File: config.mk
export PLATFORM = sky130hd
export DESIGN_NAME = ppu_tap_cell
export DESIGN_NICKNAME = d
export VERILOG_FILES = /design/src/rtl/ppu_pkg.sv /design/src/rtl/ppu_tap_cell.sv
export SDC_FILE = /design/constraint.sdc
export NUM_CORES = 1
export LEC_CHECK = 0
export ABC_CLOCK_PERIOD_IN_PS = 7700
export BUFFER_PORTS_ARGS = -buffer_cell sky130_fd_sc_hd__buf_2
export CAP_MARGIN = 20
export CORE_MARGIN = 4
export CORE_UTILIZATION = 29
export CTS_CLUSTER_DIAMETER = 200
export DETAILED_ROUTE_END_ITERATION = 10
export PLACE_DENSITY = 0.45
export SLEW_MARGIN = 30
export SYNTH_ARGS = -nofsm -noshare
export SYNTH_HDL_FRONTEND = slang
export SYNTH_SLANG_ARGS = --single-unit
export TNS_END_PERCENT = 20
File: constraint.sdc
create_clock -name clk -period 7.7 [get_ports clk]
set_clock_uncertainty 0.2 [all_clocks]
set_input_delay 0.77 -clock clk [delete_from_list [all_inputs] [get_ports clk]]
set_output_delay 0.77 -clock clk [all_outputs]
set_load 0.01 [all_outputs]
File: src/rtl/ppu_pkg.sv
// Package for the polyphase upsampler: widths, register map, chain tag type,
// and the elaboration-time windowed-sinc coefficient generator. No dependencies.
`timescale 1ns / 1ps

package ppu_pkg;

    localparam int SAMPLE_W    = 16;
    localparam int FACTOR_W    = 3;
    localparam int PHASE_W     = 3;
    localparam int CLIP_W      = 32;
    localparam int OUT_DATA_W  = SAMPLE_W + CLIP_W;
    localparam int OUT_USER_W  = PHASE_W + 1;
    localparam int ROM_ADDR_W  = FACTOR_W + PHASE_W;

    localparam int DEF_TAP_COUNT      = 16;
    localparam int DEF_MAX_FACTOR     = 6;
    localparam int DEF_OUTPUT_DIVISOR = 1;
    localparam int DEF_COEF_BITS      = 18;

    localparam int SAMPLE_MAX  = 32767;
    localparam int SAMPLE_MIN_MAG = 32768;
    localparam int CENTER_TAP  = 8;
    localparam int WINDOW_HALF = 8;
    localparam logic [63:0] PI_Q30 = 64'd3373259426;

    // APB register map
    localparam int APB_ADDR_W = 3;
    localparam int APB_DATA_W = 32;
    localparam int REG_IDX_W  = APB_ADDR_W - 2;
    localparam logic [REG_IDX_W-1:0] REG_UPSAMPLE_FACTOR = '0;

    // Control tag that travels down the tap chain beside the partial sum
    typedef struct packed {
        logic               valid;
        logic [PHASE_W-1:0] phase;
        logic               last;
    } ppu_tag_t;

    // Long division by shift and subtract; elaboration use only.
    function automatic logic [63:0] udiv64(input logic [63:0] num, input logic [63:0] den);
        logic [63:0] quo;
        logic [64:0] rem;
        int          i;
        quo = '0;
        rem = '0;
        if (den == 64'd0)
        begin
            return '0;
        end
        for (i = 63; i >= 0; i--)
        begin
            rem = {rem[63:0], num[i]};
            if (rem >= {1'b0, den})
            begin
                rem    = rem - {1'b0, den};
                quo[i] = 1'b1;
            end
        end
        return quo;
    endfunction

    // sin(pi*m/d) in Q30 by a truncated Taylor series
    function automatic logic [63:0] sine_q30(input logic [63:0] m_in, input logic [63:0] d);
        logic [63:0] m;
        logic [63:0] x;
        logic [63:0] x2;
        logic [63:0] term;
        longint      sum;
        int          k;
        m = m_in;
        if (d == 64'd0 || m >= d)
        begin
            return '0;
        end
        if ((m << 1) > d)
        begin
            m = d - m;
        end
        x    = udiv64(PI_Q30 * m, d);
        x2   = (x * x) >> 30;
        term = x;
        sum  = longint'(x);
        for (k = 1; k <= 7; k++)
        begin
            term = udiv64((term * x2) >> 30, 64'(2 * k * (2 * k + 1)));
            if (k[0])
            begin
                sum = sum - longint'(term);
            end
            else
            begin
                sum = sum + longint'(term);
            end
        end
        if (sum < 0)
        begin
            sum = 0;
        end
        if (sum > (longint'(1) << 30))
        begin
            sum = longint'(1) << 30;
        end
        return 64'(sum);
    endfunction

    function automatic logic signed [31:0] coef_round(input logic [63:0] mag, input logic neg,
                                                      input logic [63:0] den_in,
                                                      input int frac, input int cbits);
        logic [63:0] den;
        logic [63:0] q;
        logic [63:0] lim;
        den = (den_in == 64'd0) ? 64'd1 : den_in;
        q   = udiv64((mag << frac) + (den >> 1), den);
        lim = neg ? (64'd1 << (cbits - 1)) : ((64'd1 << (cbits - 1)) - 64'd1);
        if (q > lim)
        begin
            q = lim;
        end
        return neg ? -signed'(q[31:0]) : signed'(q[31:0]);
    endfunction

    // Coefficient of tap j, phase p, factor f in signed Q2.(cbits-2)
    function automatic logic signed [31:0] coef_value(input int taps, input int cbits,
                                                      input int odiv, input int f,
                                                      input int p, input int j);
        int          jj;
        int          n;
        int          an;
        logic [63:0] w;
        logic [63:0] wj;
        logic        ng;
        logic        ngj;
        longint      sum;
        logic [63:0] den;
        if (f < 1 || p >= f)
        begin
            return '0;
        end
        if (p == 0)
        begin
            return (j == CENTER_TAP) ? coef_round(64'd1, 1'b0, 64'(odiv), cbits - 2, cbits)
                                     : 32'sd0;
        end
        sum = 0;
        wj  = '0;
        ngj = 1'b0;
        for (jj = 0; jj < taps; jj++)
        begin
            n  = (jj - CENTER_TAP) * f + p;
            an = (n < 0) ? -n : n;
            w  = '0;
            ng = 1'b0;
            if (an < WINDOW_HALF * f && an != 0)
            begin
                w  = udiv64(sine_q30(64'(an), 64'(WINDOW_HALF * f)) << 10, 64'(an * an));
                ng = (jj[0] != (n < 0));
                sum = ng ? sum - longint'(w) : sum + longint'(w);
            end
            if (jj == j)
            begin
                wj  = w;
                ngj = ng;
            end
        end
        den = (sum > 0) ? 64'(sum) * 64'(odiv) : 64'd1;
        return coef_round(wj, ngj, den, cbits - 2, cbits);
    endfunction

endpackage

File: src/rtl/ppu_tap_cell.sv
// One cell of the tap chain: holds one history sample, its coefficient table,
// and one multiply-accumulate stage of the running dot product. Uses ppu_pkg.
`timescale 1ns / 1ps

module ppu_tap_cell
    import ppu_pkg::*;
#(
    parameter int TAP_COUNT      = DEF_TAP_COUNT,
    parameter int MAX_FACTOR     = DEF_MAX_FACTOR,
    parameter int OUTPUT_DIVISOR = DEF_OUTPUT_DIVISOR,
    parameter int COEF_BITS      = DEF_COEF_BITS,
    parameter int TAP_POS        = 0,
    parameter int ACC_W          = SAMPLE_W + COEF_BITS + $clog2(TAP_COUNT)
)
(
    input  logic                       clk,
    input  logic                       rst_n,
    input  logic                       shift,
    input  logic                       clear,
    input  logic                       advance,
    input  logic [FACTOR_W-1:0]        factor_m1,
    input  logic signed [SAMPLE_W-1:0] tap_in,
    output logic signed [SAMPLE_W-1:0] tap_out,
    input  logic signed [ACC_W-1:0]    acc_in,
    output logic signed [ACC_W-1:0]    acc_out,
    input  ppu_tag_t                   tag_in,
    output ppu_tag_t                   tag_out
);

    localparam int ROM_DEPTH = 1 << ROM_ADDR_W;
    localparam int PROD_W    = SAMPLE_W + COEF_BITS;

    function automatic logic [ROM_DEPTH*COEF_BITS-1:0] build_rom();
        logic [ROM_DEPTH*COEF_BITS-1:0] bits;
        logic signed [31:0]             c;
        int                             f;
        int                             p;
        bits = '0;
        for (f = 1; f <= MAX_FACTOR; f++)
        begin
            for (p = 0; p < f; p++)
            begin
                c = coef_value(TAP_COUNT, COEF_BITS, OUTPUT_DIVISOR, f, p, TAP_POS);
                bits[(((f - 1) << PHASE_W) + p) * COEF_BITS +: COEF_BITS] = c[COEF_BITS-1:0];
            end
        end
        return bits;
    endfunction

    localparam logic [ROM_DEPTH*COEF_BITS-1:0] CELL_ROM = build_rom();

    logic signed [SAMPLE_W-1:0]  tap_reg;
    logic signed [SAMPLE_W-1:0]  tap_next;
    logic signed [ACC_W-1:0]     acc_reg;
    logic signed [ACC_W-1:0]     acc_next;
    ppu_tag_t                    tag_reg;
    logic [ROM_ADDR_W-1:0]       rom_addr;
    logic signed [COEF_BITS-1:0] coef;
    logic signed [PROD_W-1:0]    prod;

    assign rom_addr = {factor_m1, tag_in.phase};
    assign coef     = signed'(CELL_ROM[rom_addr * COEF_BITS +: COEF_BITS]);
    assign prod     = tap_reg * coef;

    always_comb
    begin
        tap_next = tap_reg;
        if (clear)
        begin
            tap_next = '0;
        end
        else if (shift)
        begin
            tap_next = tap_in;
        end
        acc_next = acc_in + ACC_W'(prod);
    end

    always_ff @(posedge clk or negedge rst_n)
    begin
        if (!rst_n)
        begin
            tap_reg <= '0;
            tag_reg <= '0;
        end
        else
        begin
            tap_reg <= tap_next;
            if (advance)
            begin
                tag_reg <= tag_in;
            end
        end
    end

    always_ff @(posedge clk)
    begin
        if (advance)
        begin
            acc_reg <= acc_next;
        end
    end

    assign tap_out = tap_reg;
    assign acc_out = acc_reg;
    assign tag_out = tag_reg;

endmodule

==> flow_summary_export.csv <==
group,metric,value,unit
run_status,outcome,"completed",
pwr,power,3.80,mW
synthesis,synth-xor-area-share,0.0284,
floorplan,core-area,40900,µm²
clock_tree,clk_latency,0.36,ns
floorplan,pin_count,126,
placement,placed_area,14400,µm²
synthesis,ys_types,54,
pwr,cellLeakagePower,7.84,nW
critical_path,critPathCaptureType,"flip-flop",
finish,drive_gt1_frac,0.234,
critical_path,startpoint_type,"primary input",
critical_path,arrival,7.33,ns
detailed_routing,first_pass_iters,5,
detailed_routing,detailedRoute.firstIterationViolations,329,
detailed_routing,wl,30800,µm
clock_tree,path_clk_slew,0.06,ns
synthesis,synth.largest_area_cell,"fa_1",
grt,grtUsageMet3,0.0178,
sta,worst_slew_pin_slew,0.636,ns
clock_tree,cts_hold_buf,0,
synthesis,netlist_instances,1205,
synthesis,synthArstFlopShare,0.356,
synthesis,ys.flop_type,"edfxtp_1",
synthesis,synth_area,12000,µm²
sta,drv_slew,0,
synthesis,syn-num-nets,1633,
critical_path,max_stage_delay,0.65,ns
grt,antenna_found_initial,0,
sta,tns,0,ns
synthesis,synthTopCellsByArea,"fa_1, ha_1, inv_1",
critical_path,crit_family,"adder cells",
floorplan,dieArea,44800,µm²
pwr,p_int,2.17,mW
synthesis,synth-compound-area-share,0.0721,
pwr,seq_power_share,0.150,
clock_tree,numCtsBuffers,9,
synthesis,synth.most_common_cell,"inv_1",
synthesis,syn_area_per_cell,9.97,µm²
grt,grt_overflow,0,
grt,grt_start_max_net_pins,44,
placement,gp_congestion,0.806,
synthesis,synth-adder-area-share,0.529,
finish,fin_area,14900,µm²
sta,fin_crit,7.42,ns
pwr,peakVddDrop,155,µV
synthesis,synthTopCellsByCount,"inv_1, fa_1, ha_1",
detailed_routing,avgRoutedWirePerCell,15.3,µm
floorplan,rows,74,
synthesis,synth_top_area_share,0.408,
critical_path,crit_type,"primary input to flip-flop",
pwr,p_switching,1.63,mW
detailed_routing,dr_total_vias,8790,
grt,use_met1,0.185,
clock_tree,cts_tree,"yes",
clock_tree,clk_path_buf_depth,2,
finish,seq_area,1670,µm²
synthesis,yosysSeqAreaShare,0.139,
clock_tree,root_buffer,"clkbuf_16",
sta,hold_viol_final,0,
pwr,p_per_area,255,nW/µm²
sta,maxSlewHeadroom,0.576,
placement,portBuffers,125,
critical_path,path_common_cell,"fa_2",
grt,gr-usage-all-layers,0.145,
floorplan,die_w,212,µm
synthesis,synth_simple_gate_area_frac,0.104,
sta,fmax,135,MHz
worst_hold_path,hold_path_class,"primary input to asynchronous set/reset pin",
grt,grt_util_met2,0.264,
floorplan,die_height,212,µm
finish,antennaDiodeCount,0,
detailed_routing,avgViaCountPerCell,4.38,
floorplan,start_util,0.294,
detailed_routing,antenna_left,0,
synthesis,ys_warn_count,0,
synthesis,synth_top_family_by_area,"adder cells",
synthesis,synth-edff-count,38,
pwr,p_sw_frac,0.429,
critical_path,critPathSlowestCell,"fa_2",
sta,post-route-period-util,0.964,
grt,grt_pass1_vias,9907,
critical_path,cp.required,7.61,ns
detailed_routing,drc,0,
run,maxCapViolations,0,
critical_path,path_buf_inv,10,
finish,fillers,4288,
grt,grt.busiest_layer,"met2",
grt,grt_pass1_wl,51400,µm
finish,syn_to_final_growth,24.0,%
clock_tree,cts_sinks,59,
placement,dp_hpwl,26500,µm
finish,multiInputGateArea,9160,µm²
clock_tree,htreeDepth,3,
pwr,clkPwrFrac,0.116,
synthesis,synth.area.mux_share,0.0206,
finish,nNetsFinal,1896,
pwr,share_comb_of_total_power,0.734,
critical_path,worstPathMaxFanout,9,
synthesis,ys_ff_latch,59,
sta,setup_viol,0,
## worst reg2reg max path, stage by stage, from the launching register on
cell and delay [ns]:
dfrtp_1 0.60, nand2_1 0.26, fa_1 0.57, fa_2 0.61, buf_4 0.19, inv_1 0.08, fa_1 0.39, fa_1 0.49
inv_1 0.05, fa_1 0.50, fa_1 0.50, inv_1 0.04, ha_1 0.30, a211oi_1 0.26, nor2_1 0.11, o41ai_2 0.28
buf_4 0.17, o21a_1 0.12, nor2_1 0.05, a31oi_1 0.23, mux2i_1 0.25, xor2_1 0.08
## flip-flops by register name (all words and copies together) (netlist names)
signal	flops
acc_out	38
tag_out	5
tap_out	16
## power by group through the flow
| stage | clock [mW] | sequential [mW] | combinational (mW) |
|---|---|---|---|
| floorplan | 0 | 0.608 | 1.61 |
| global placement | 0 | 0.580 | 2.75 |
| detailed placement | 0 | 0.577 | 2.74 |
| CTS | 0.454 | 0.574 | 2.77 |
| global route | 0.465 | 0.582 | 3.18 |
| finish | 0.442 | 0.571 | 2.79 |
## cell type report
| cell class | instances | share of cell area |
|---|---|---|
| clock buffers | 11 | 0.0170 |
| clock inverters | 5 | 0.00395 |
| inverters | 307 | 0.0776 |
| multi-input cells | 804 | 0.615 |
| flip-flops and latches | 59 | 0.112 |
| well taps | 532 | 0.0447 |
| repair buffers | 287 | 0.130 |
## metrics by stage
step,std cells,hold WS [ns],utilization,worst slack (ns)
global route,2005,0.217,0.364,-0.0264
finish,2005,0.177,0.364,0.275
CTS,2000,0.184,0.361,0.164
global placement,1984,0.285,0.353,-0.219
detailed placement,1984,0.291,0.353,-0.387
floorplan,1205,0.274,-,0.00573
## path summary, 6_finish.rpt
check                            from  slack [ns]          end  cells past startpoint
setup / recovery            tag_in[1]        0.28  acc_out[35]                     30
hold / removal                  rst_n        0.18   tap_out[2]                      1
setup reg to reg           tap_out[4]        1.12  acc_out[35]                     21
hold reg to reg            tag_out[2]        0.30   tag_out[2]                      1
max in group asynchronous       rst_n        6.77   tap_out[7]                      1
min in group clk           tag_out[2]        0.30   tag_out[2]                      1
## repair_timing
item / CTS / global route
buffers inserted: 0 / 5
endpoints found under the setup margin: 1 / 13
cloned: 0 / 0
pin swaps: 0 / 13
resized for setup: 1 / 27
## per-layer routing
metal / vias to the layer above / part of all wire
met2: 95 / 0.53
met3: 26 / 0.021
met4: 0 / 0.015
met1: 4461 / 0.44
met5: - / 0
li1: 4208 / -
## kinds of logic after synthesis
group,Yosys count
AOI/OAI and AO/OA,126
xor gates and xnor gates,39
adders and majority gates,361
buffers and inverters,342
DFF,59
muxes,24
and+or+nand+nor,254
## placed cells by master (no fill, tap or decap), types with 31 or more instances in the layout
master and count:
xnor2_1 31, buf_2 124, a21oi_1 32, nor2_1 42
nand2_1 85, buf_4 155, inv_1 304, and2_1 54
fa_1 237, ha_1 114, edfxtp_1 38
No activity file was read; power rests on OpenSTA's default activity.
