## config.mk

```make
export PLATFORM = sky130hd
export DESIGN_NAME = ppu_out_stage
export DESIGN_NICKNAME = d
export VERILOG_FILES = /design/src/rtl/ppu_pkg.sv /design/src/rtl/ppu_out_stage.sv
export SDC_FILE = /design/constraint.sdc
export NUM_CORES = 1
export LEC_CHECK = 0
export ABC_AREA = 1
export BUFFER_PORTS_ARGS = -buffer_cell sky130_fd_sc_hd__buf_4
export CAP_MARGIN = 20
export CORE_MARGIN = 5
export CORE_UTILIZATION = 50
export DETAILED_ROUTE_END_ITERATION = 12
export MAX_ROUTING_LAYER = met4
export PLACE_DENSITY = 0.72
export SLEW_MARGIN = 40
export SYNTH_ARGS = -nofsm -noshare
export SYNTH_HDL_FRONTEND = slang
export SYNTH_SLANG_ARGS = --single-unit
```

## constraint.sdc

```tcl
create_clock -name clk -period 3.4 [get_ports clk]
set_input_delay 0.34 -clock clk [delete_from_list [all_inputs] [get_ports clk]]
set_output_delay 0.34 -clock clk [all_outputs]
set_load 0.02 [all_outputs]
```

## src/rtl/ppu_pkg.sv

```systemverilog
// Package for the polyphase upsampler: widths, register map, chain tag type,
// and the elaboration-time windowed-sinc coefficient generator. No dependencies.
`timescale 1ns / 1ps

package ppu_pkg;

    localparam int SAMPLE_W    = 16;
    localparam int FACTOR_W    = 3;
    localparam int PHASE_W     = 3;
    localparam int CLIP_W      = 32;
    localparam int OUT_DATA_W  = SAMPLE_W + CLIP_W;
    localparam int OUT_USER_W  = PHASE_W + 1;
    localparam int ROM_ADDR_W  = FACTOR_W + PHASE_W;

    localparam int DEF_TAP_COUNT      = 16;
    localparam int DEF_MAX_FACTOR     = 6;
    localparam int DEF_OUTPUT_DIVISOR = 1;
    localparam int DEF_COEF_BITS      = 18;

    localparam int SAMPLE_MAX  = 32767;
    localparam int SAMPLE_MIN_MAG = 32768;
    localparam int CENTER_TAP  = 8;
    localparam int WINDOW_HALF = 8;
    localparam logic [63:0] PI_Q30 = 64'd3373259426;

    // APB register map
    localparam int APB_ADDR_W = 3;
    localparam int APB_DATA_W = 32;
    localparam int REG_IDX_W  = APB_ADDR_W - 2;
    localparam logic [REG_IDX_W-1:0] REG_UPSAMPLE_FACTOR = '0;

    // Control tag that travels down the tap chain beside the partial sum
    typedef struct packed {
        logic               valid;
        logic [PHASE_W-1:0] phase;
        logic               last;
    } ppu_tag_t;

    // Long division by shift and subtract; elaboration use only.
    function automatic logic [63:0] udiv64(input logic [63:0] num, input logic [63:0] den);
        logic [63:0] quo;
        logic [64:0] rem;
        int          i;
        quo = '0;
        rem = '0;
        if (den == 64'd0)
        begin
            return '0;
        end
        for (i = 63; i >= 0; i--)
        begin
            rem = {rem[63:0], num[i]};
            if (rem >= {1'b0, den})
            begin
                rem    = rem - {1'b0, den};
                quo[i] = 1'b1;
            end
        end
        return quo;
    endfunction

    // sin(pi*m/d) in Q30 by a truncated Taylor series
    function automatic logic [63:0] sine_q30(input logic [63:0] m_in, input logic [63:0] d);
        logic [63:0] m;
        logic [63:0] x;
        logic [63:0] x2;
        logic [63:0] term;
        longint      sum;
        int          k;
        m = m_in;
        if (d == 64'd0 || m >= d)
        begin
            return '0;
        end
        if ((m << 1) > d)
        begin
            m = d - m;
        end
        x    = udiv64(PI_Q30 * m, d);
        x2   = (x * x) >> 30;
        term = x;
        sum  = longint'(x);
        for (k = 1; k <= 7; k++)
        begin
            term = udiv64((term * x2) >> 30, 64'(2 * k * (2 * k + 1)));
            if (k[0])
            begin
                sum = sum - longint'(term);
            end
            else
            begin
                sum = sum + longint'(term);
            end
        end
        if (sum < 0)
        begin
            sum = 0;
        end
        if (sum > (longint'(1) << 30))
        begin
            sum = longint'(1) << 30;
        end
        return 64'(sum);
    endfunction

    function automatic logic signed [31:0] coef_round(input logic [63:0] mag, input logic neg,
                                                      input logic [63:0] den_in,
                                                      input int frac, input int cbits);
        logic [63:0] den;
        logic [63:0] q;
        logic [63:0] lim;
        den = (den_in == 64'd0) ? 64'd1 : den_in;
        q   = udiv64((mag << frac) + (den >> 1), den);
        lim = neg ? (64'd1 << (cbits - 1)) : ((64'd1 << (cbits - 1)) - 64'd1);
        if (q > lim)
        begin
            q = lim;
        end
        return neg ? -signed'(q[31:0]) : signed'(q[31:0]);
    endfunction

    // Coefficient of tap j, phase p, factor f in signed Q2.(cbits-2)
    function automatic logic signed [31:0] coef_value(input int taps, input int cbits,
                                                      input int odiv, input int f,
                                                      input int p, input int j);
        int          jj;
        int          n;
        int          an;
        logic [63:0] w;
        logic [63:0] wj;
        logic        ng;
        logic        ngj;
        longint      sum;
        logic [63:0] den;
        if (f < 1 || p >= f)
        begin
            return '0;
        end
        if (p == 0)
        begin
            return (j == CENTER_TAP) ? coef_round(64'd1, 1'b0, 64'(odiv), cbits - 2, cbits)
                                     : 32'sd0;
        end
        sum = 0;
        wj  = '0;
        ngj = 1'b0;
        for (jj = 0; jj < taps; jj++)
        begin
            n  = (jj - CENTER_TAP) * f + p;
            an = (n < 0) ? -n : n;
            w  = '0;
            ng = 1'b0;
            if (an < WINDOW_HALF * f && an != 0)
            begin
                w  = udiv64(sine_q30(64'(an), 64'(WINDOW_HALF * f)) << 10, 64'(an * an));
                ng = (jj[0] != (n < 0));
                sum = ng ? sum - longint'(w) : sum + longint'(w);
            end
            if (jj == j)
            begin
                wj  = w;
                ngj = ng;
            end
        end
        den = (sum > 0) ? 64'(sum) * 64'(odiv) : 64'd1;
        return coef_round(wj, ngj, den, cbits - 2, cbits);
    endfunction

endpackage

```

## src/rtl/ppu_out_stage.sv

```systemverilog
// Output stage: rounds and saturates the chain sum, keeps the clip total,
// and holds the result register of the output stream. Uses ppu_pkg.
`timescale 1ns / 1ps

module ppu_out_stage
    import ppu_pkg::*;
#(
    parameter int COEF_BITS = DEF_COEF_BITS,
    parameter int ACC_W     = SAMPLE_W + COEF_BITS + 4
)
(
    input  logic                    clk,
    input  logic                    rst_n,
    input  logic                    clear,
    input  logic                    advance,
    input  logic signed [ACC_W-1:0] acc,
    input  ppu_tag_t                tag,
    output logic                    m_tvalid,
    output logic [OUT_DATA_W-1:0]   m_tdata,
    output logic [OUT_USER_W-1:0]   m_tuser,
    output logic                    m_tlast
);

    localparam int FRAC_BITS = COEF_BITS - 2;
    localparam logic signed [ACC_W-1:0] ACC_HI   = ACC_W'(SAMPLE_MAX) << FRAC_BITS;
    localparam logic signed [ACC_W-1:0] ACC_LO   = -(ACC_W'(SAMPLE_MIN_MAG) << FRAC_BITS);
    localparam logic [ACC_W-1:0]        ACC_HALF = ACC_W'(1) << (FRAC_BITS - 1);

    logic                       valid_reg;
    logic [SAMPLE_W-1:0]        sample_reg;
    logic [PHASE_W-1:0]         phase_reg;
    logic                       last_reg;
    logic                       clipped_reg;
    logic [CLIP_W-1:0]          clip_total_reg;
    logic [CLIP_W-1:0]          clip_cnt_reg;
    logic [CLIP_W-1:0]          clip_cnt_next;
    logic                       clip_hi;
    logic                       clip_lo;
    logic [ACC_W-1:0]           mag;
    logic [ACC_W-1:0]           rnd;
    logic [SAMPLE_W-1:0]        sample_next;

    assign clip_hi = (acc > ACC_HI);
    assign clip_lo = (acc < ACC_LO);
    assign mag     = acc[ACC_W-1] ? ACC_W'(-acc) : ACC_W'(acc);
    assign rnd     = (mag + ACC_HALF) >> FRAC_BITS;

    always_comb
    begin
        if (clip_hi)
        begin
            sample_next = SAMPLE_W'(SAMPLE_MAX);
        end
        else if (clip_lo)
        begin
            sample_next = SAMPLE_W'(SAMPLE_MIN_MAG);
        end
        else if (acc[ACC_W-1])
        begin
            sample_next = -rnd[SAMPLE_W-1:0];
        end
        else
        begin
            sample_next = rnd[SAMPLE_W-1:0];
        end

        clip_cnt_next = clip_cnt_reg;
        if ((clip_hi || clip_lo) && clip_cnt_reg != '1)
        begin
            clip_cnt_next = clip_cnt_reg + CLIP_W'(1);
        end
    end

    always_ff @(posedge clk or negedge rst_n)
    begin
        if (!rst_n)
        begin
            valid_reg    <= 1'b0;
            clip_cnt_reg <= '0;
        end
        else
        begin
            if (advance)
            begin
                valid_reg <= tag.valid;
            end
            if (clear)
            begin
                clip_cnt_reg <= '0;
            end
            else if (advance && tag.valid)
            begin
                clip_cnt_reg <= clip_cnt_next;
            end
        end
    end

    always_ff @(posedge clk)
    begin
        if (advance && tag.valid)
        begin
            sample_reg     <= sample_next;
            phase_reg      <= tag.phase;
            last_reg       <= tag.last;
            clipped_reg    <= clip_hi || clip_lo;
            clip_total_reg <= clip_cnt_next;
        end
    end

    assign m_tvalid = valid_reg;
    assign m_tdata  = {clip_total_reg, sample_reg};
    assign m_tuser  = {clipped_reg, phase_reg};
    assign m_tlast  = last_reg;

endmodule

```

==> flow_summary.yaml <==
run_status:
  status: "completed"
grt:
  grt_max_degree: 54
  grt_overflow_total: 0
  antenna_found_initial: 0
  grt_pass1_wl_mm: 24.17
  grt_pass1_vias: 5186
  grt_usage_pct: 21.59
cells_and_area:
  syn2layout_area_growth_pct: 19.84
  drive_above_1_share_pct: 22.23
  fill_cells: 1099
  finalNetCount: 949
  design_area_um2: 7151
  n_antenna_cell: 0
place:
  gp_congestion: 0.9337
  placed_area_um2: 6834
  hpwlAfterDp_mm: 11.31
  io_buffers: 100
die:
  io_pins: 101
  core-area_um2: 11860
  start_util_pct: 50.31
  std_cell_rows: 40
  die_w_um: 119.2
  die_y_um: 119.2
  die_area_um2: 14220
clock_network:
  clk_pin_slew_worst_paths_ps: 60
  cts_num_sinks: 86
  clk_latency_ps: 350
  cts-resized-gates: 0
  cts_buffers: 9
  cts_tree: "built"
  cts-root-buf: "clkbuf_16"
  htree_levels: 3
  postCtsHoldBufs: 1
  postCtsSetupBuffers: 0
  clk_path_buf_depth: 2
critical_path:
  reg2reg_to: "clip_total_reg[17]$_DFFE_PP_"
  critPathBufInv: 1
  cpPeakStageDelay_ps: 260
  critical_path.cell_chain: "buf_4, nor2_1, nand2_1, nor2_1, nand2_1, nand2_2, nand2_1, nand2_2, ha_1, nand3_1, nor2_2, xnor2_2, nand2_1, nor2_1, nand2_2, nand2_4, nand2_4, nor2_4, nand3b_1, nand3_1, nand2_1"
  cp-start-kind: "input port"
  worstPathMaxFanout: 5
  critPathArrivalTime_ps: 2820
  rrSetupSlack_ps: 750
  crit_path_top_delay_cell: "ha_1"
  end_kind: "flip-flop"
  crit_family: "simple AND/OR/NAND/NOR gates"
  r2r-start: "clip_cnt_reg[0]$_DFFE_PN0P_"
  crit_top_cell: "nand2_1"
  crit_type: "in2reg"
  worstPathRequired_ps: 3500
  reg2reg_depth: 15
yosys:
  syn-num-nets: 848
  yosys_warnings: 0
  synth.area.top_cells: "edfxtp_1 27%, dfrtp_1 14%, nand2_1 13%"
  syn_inst: 798
  synth_seq_cells: 86
  synth_area_leader_cell: "edfxtp_1"
  synth_cell_types: 40
  synth_top_cell_area_share_pct: 26.67
  synthesis.area_um2: 5967
  synth-edff-count: 53
  avgSynthCellArea_um2: 7.477
  ys.flop_type: "edfxtp_1"
  ys_seq_area_share_pct: 40.51
  synth-async-reset-ratio_pct: 38.37
sta:
  relSlewSlack_pct: 48.82
  post-route-min-period_ps: 2716
  timing.final.crit_share_pct: 79.89
  finalSetupTns_ps: 0
  hold_viol_final: 0
  setup_viol: 0
  fin_skew_ps: 6.149
  rsz0062_at_grt: "false"
  tightest_slew_ps: 763.0
  final_max_slew_viol_count: 0
  fmax_ghz: 0.3682
run:
  maxCapViolCount: 0
detailed_routing:
  vias: 5413
  routed_wl_mm: 14.52
  drtIter0Drc: 382
  dr.pass1.iters: 5
  wl_per_cell_um: 13.81
  ant_nets: 0
  wl_met2_mm: 7.547
  drc_errors: 0
  post_drt_via_cell_ratio: 5.150
  met3_wirelength_um: 625
  top_layer_used: "met4"
  wl_met1_mm: 6.150
min_path:
  min_path_type: "in2reg"
  hold_path_end: "m_tlast$_DFFE_PP_"
  hold_path.startpoint: "tag[0]"
  holdPathStages: 1
pwr:
  powerDensity_nw_per_um2: 375.5
  leakage_nw: 3.263
  power_mw: 2.685
  vdd_drop_max_v: 0.0002069
==> stage by stage <==
step | instances | setup WS [ps] | hold WS [ps] | util, %
3_3_place_gp | 1034 | 467.3 | 320.7 | 57.62
2_1_floorplan | 798 | 793.9 | 44.41 | -
6_report | 1051 | 683.9 | 167.8 | 60.28
5_1_grt | 1051 | 384.7 | 157.7 | 60.28
4_1_cts | 1051 | 709.1 | 158.5 | 60.28
3_5_place_dp | 1034 | 342.3 | 317.7 | 57.62
==> power breakdown <==
part / switching, mW / internal (mW) / total (mW)
Sequential: 0.0195 / 1.17 / 1.18
Combinational: 0.316 / 0.180 / 0.496
Clock: 0.412 / 0.592 / 1.00
==> per-layer routing <==
metal	vias up	global-route usage [%]
li1	2801	-
met1	2477	25.02
met2	119	38.26
met3	16	3.181
met4	0	7.314
met5	-	-
==> cell usage in the layout, fill, tap and decap left out, types with 2 or more instances in the layout <==
master / Yosys / routed
nand2_1: 212 / 212
buf_4: 4 / 106
inv_1: 103 / 100
nor2_1: 85 / 85
edfxtp_1: 53 / 53
nand3_1: 48 / 48
dfrtp_1: 33 / 33
xor2_1: 32 / 32
nand2_2: 31 / 31
o22ai_1: 23 / 23
nor3_1: 21 / 21
o21ai_1: 21 / 21
o21ai_0: 20 / 20
nand4_1: 16 / 16
nor2_2: 15 / 15
nor4_1: 11 / 11
inv_2: 8 / 10
clkbuf_16: 0 / 9
nand2_4: 7 / 7
nand3b_1: 6 / 6
nor2_4: 5 / 5
a21oi_1: 5 / 5
nand3_2: 4 / 4
a31oi_1: 3 / 3
xnor2_1: 3 / 3
ha_1: 3 / 3
o21bai_1: 2 / 2
inv_6: 0 / 2
clkinvlp_4: 0 / 2
==> cell usage after synthesis (all sizes together), types with 2 or more instances <==
cell    instances
clkbuf          6
nand3b          6
a31oi           3
o22ai          23
dfrtp          33
o21bai          2
nor2          106
nand4          16
inv           111
xor2           32
nor3           22
nand2         251
edfxtp         53
nor4           12
a21oi           5
nand3          53
xnor2           4
o21ai          41
ha              3
buf            11
==> how the worst max path moves through the flow <==
stage | endpoint | cells after the start | slack [ps] | from
after detailed placement | sample_reg[12]$_SDFFCE_PN1P_ | 21 | 340 | acc[2]
after global routing | sample_reg[12]$_SDFFCE_PN1P_ | 21 | 380 | acc[6]
final | sample_reg[12]$_SDFFCE_PN1P_ | 21 | 680 | acc[15]
after floorplan | sample_reg[12]$_SDFFCE_PN1P_ | 20 | 790 | acc[14]
after CTS | sample_reg[12]$_SDFFCE_PN1P_ | 21 | 710 | acc[2]
after global placement | sample_reg[14]$_SDFFCE_PN1P_ | 21 | 470 | acc[2]
==> area by class of cell <==
class / instances / area (µm²) / area share [%]
sequential: 86 / 2417 / 33.81
tap: 147 / 183.9 / 2.572
multi-input combinational: 584 / 3020 / 42.24
timing repair buffer: 107 / 805.8 / 11.27
clock buffer: 10 / 239.0 / 3.342
clock inverter: 6 / 67.56 / 0.9449
inverter: 111 / 416.7 / 5.827
==> cell families (layout without fill, tap and decap cells) <==
kind of cell	count (synthesis)	count (layout)	synth area share [%]
and+or+nand+nor	470	470	37.62
buffers and inverters	128	234	8.870
DFF	86	86	40.51
AOI/OAI and AO/OA	75	75	6.962
xor gates and xnor gates	36	36	5.410
adders and majority gates	3	3	0.6291
==> worst reg2reg max path, delay by kind of cell, from the launching register on <==
family	cells	cell delay [ps]
adders and majority gates	1	160
DFF	1	390
buffers and inverters	5	670
and+or+nand+nor	8	980
AOI/OAI and AO/OA	1	210
Note: power is estimated with default switching activity, not from simulation.
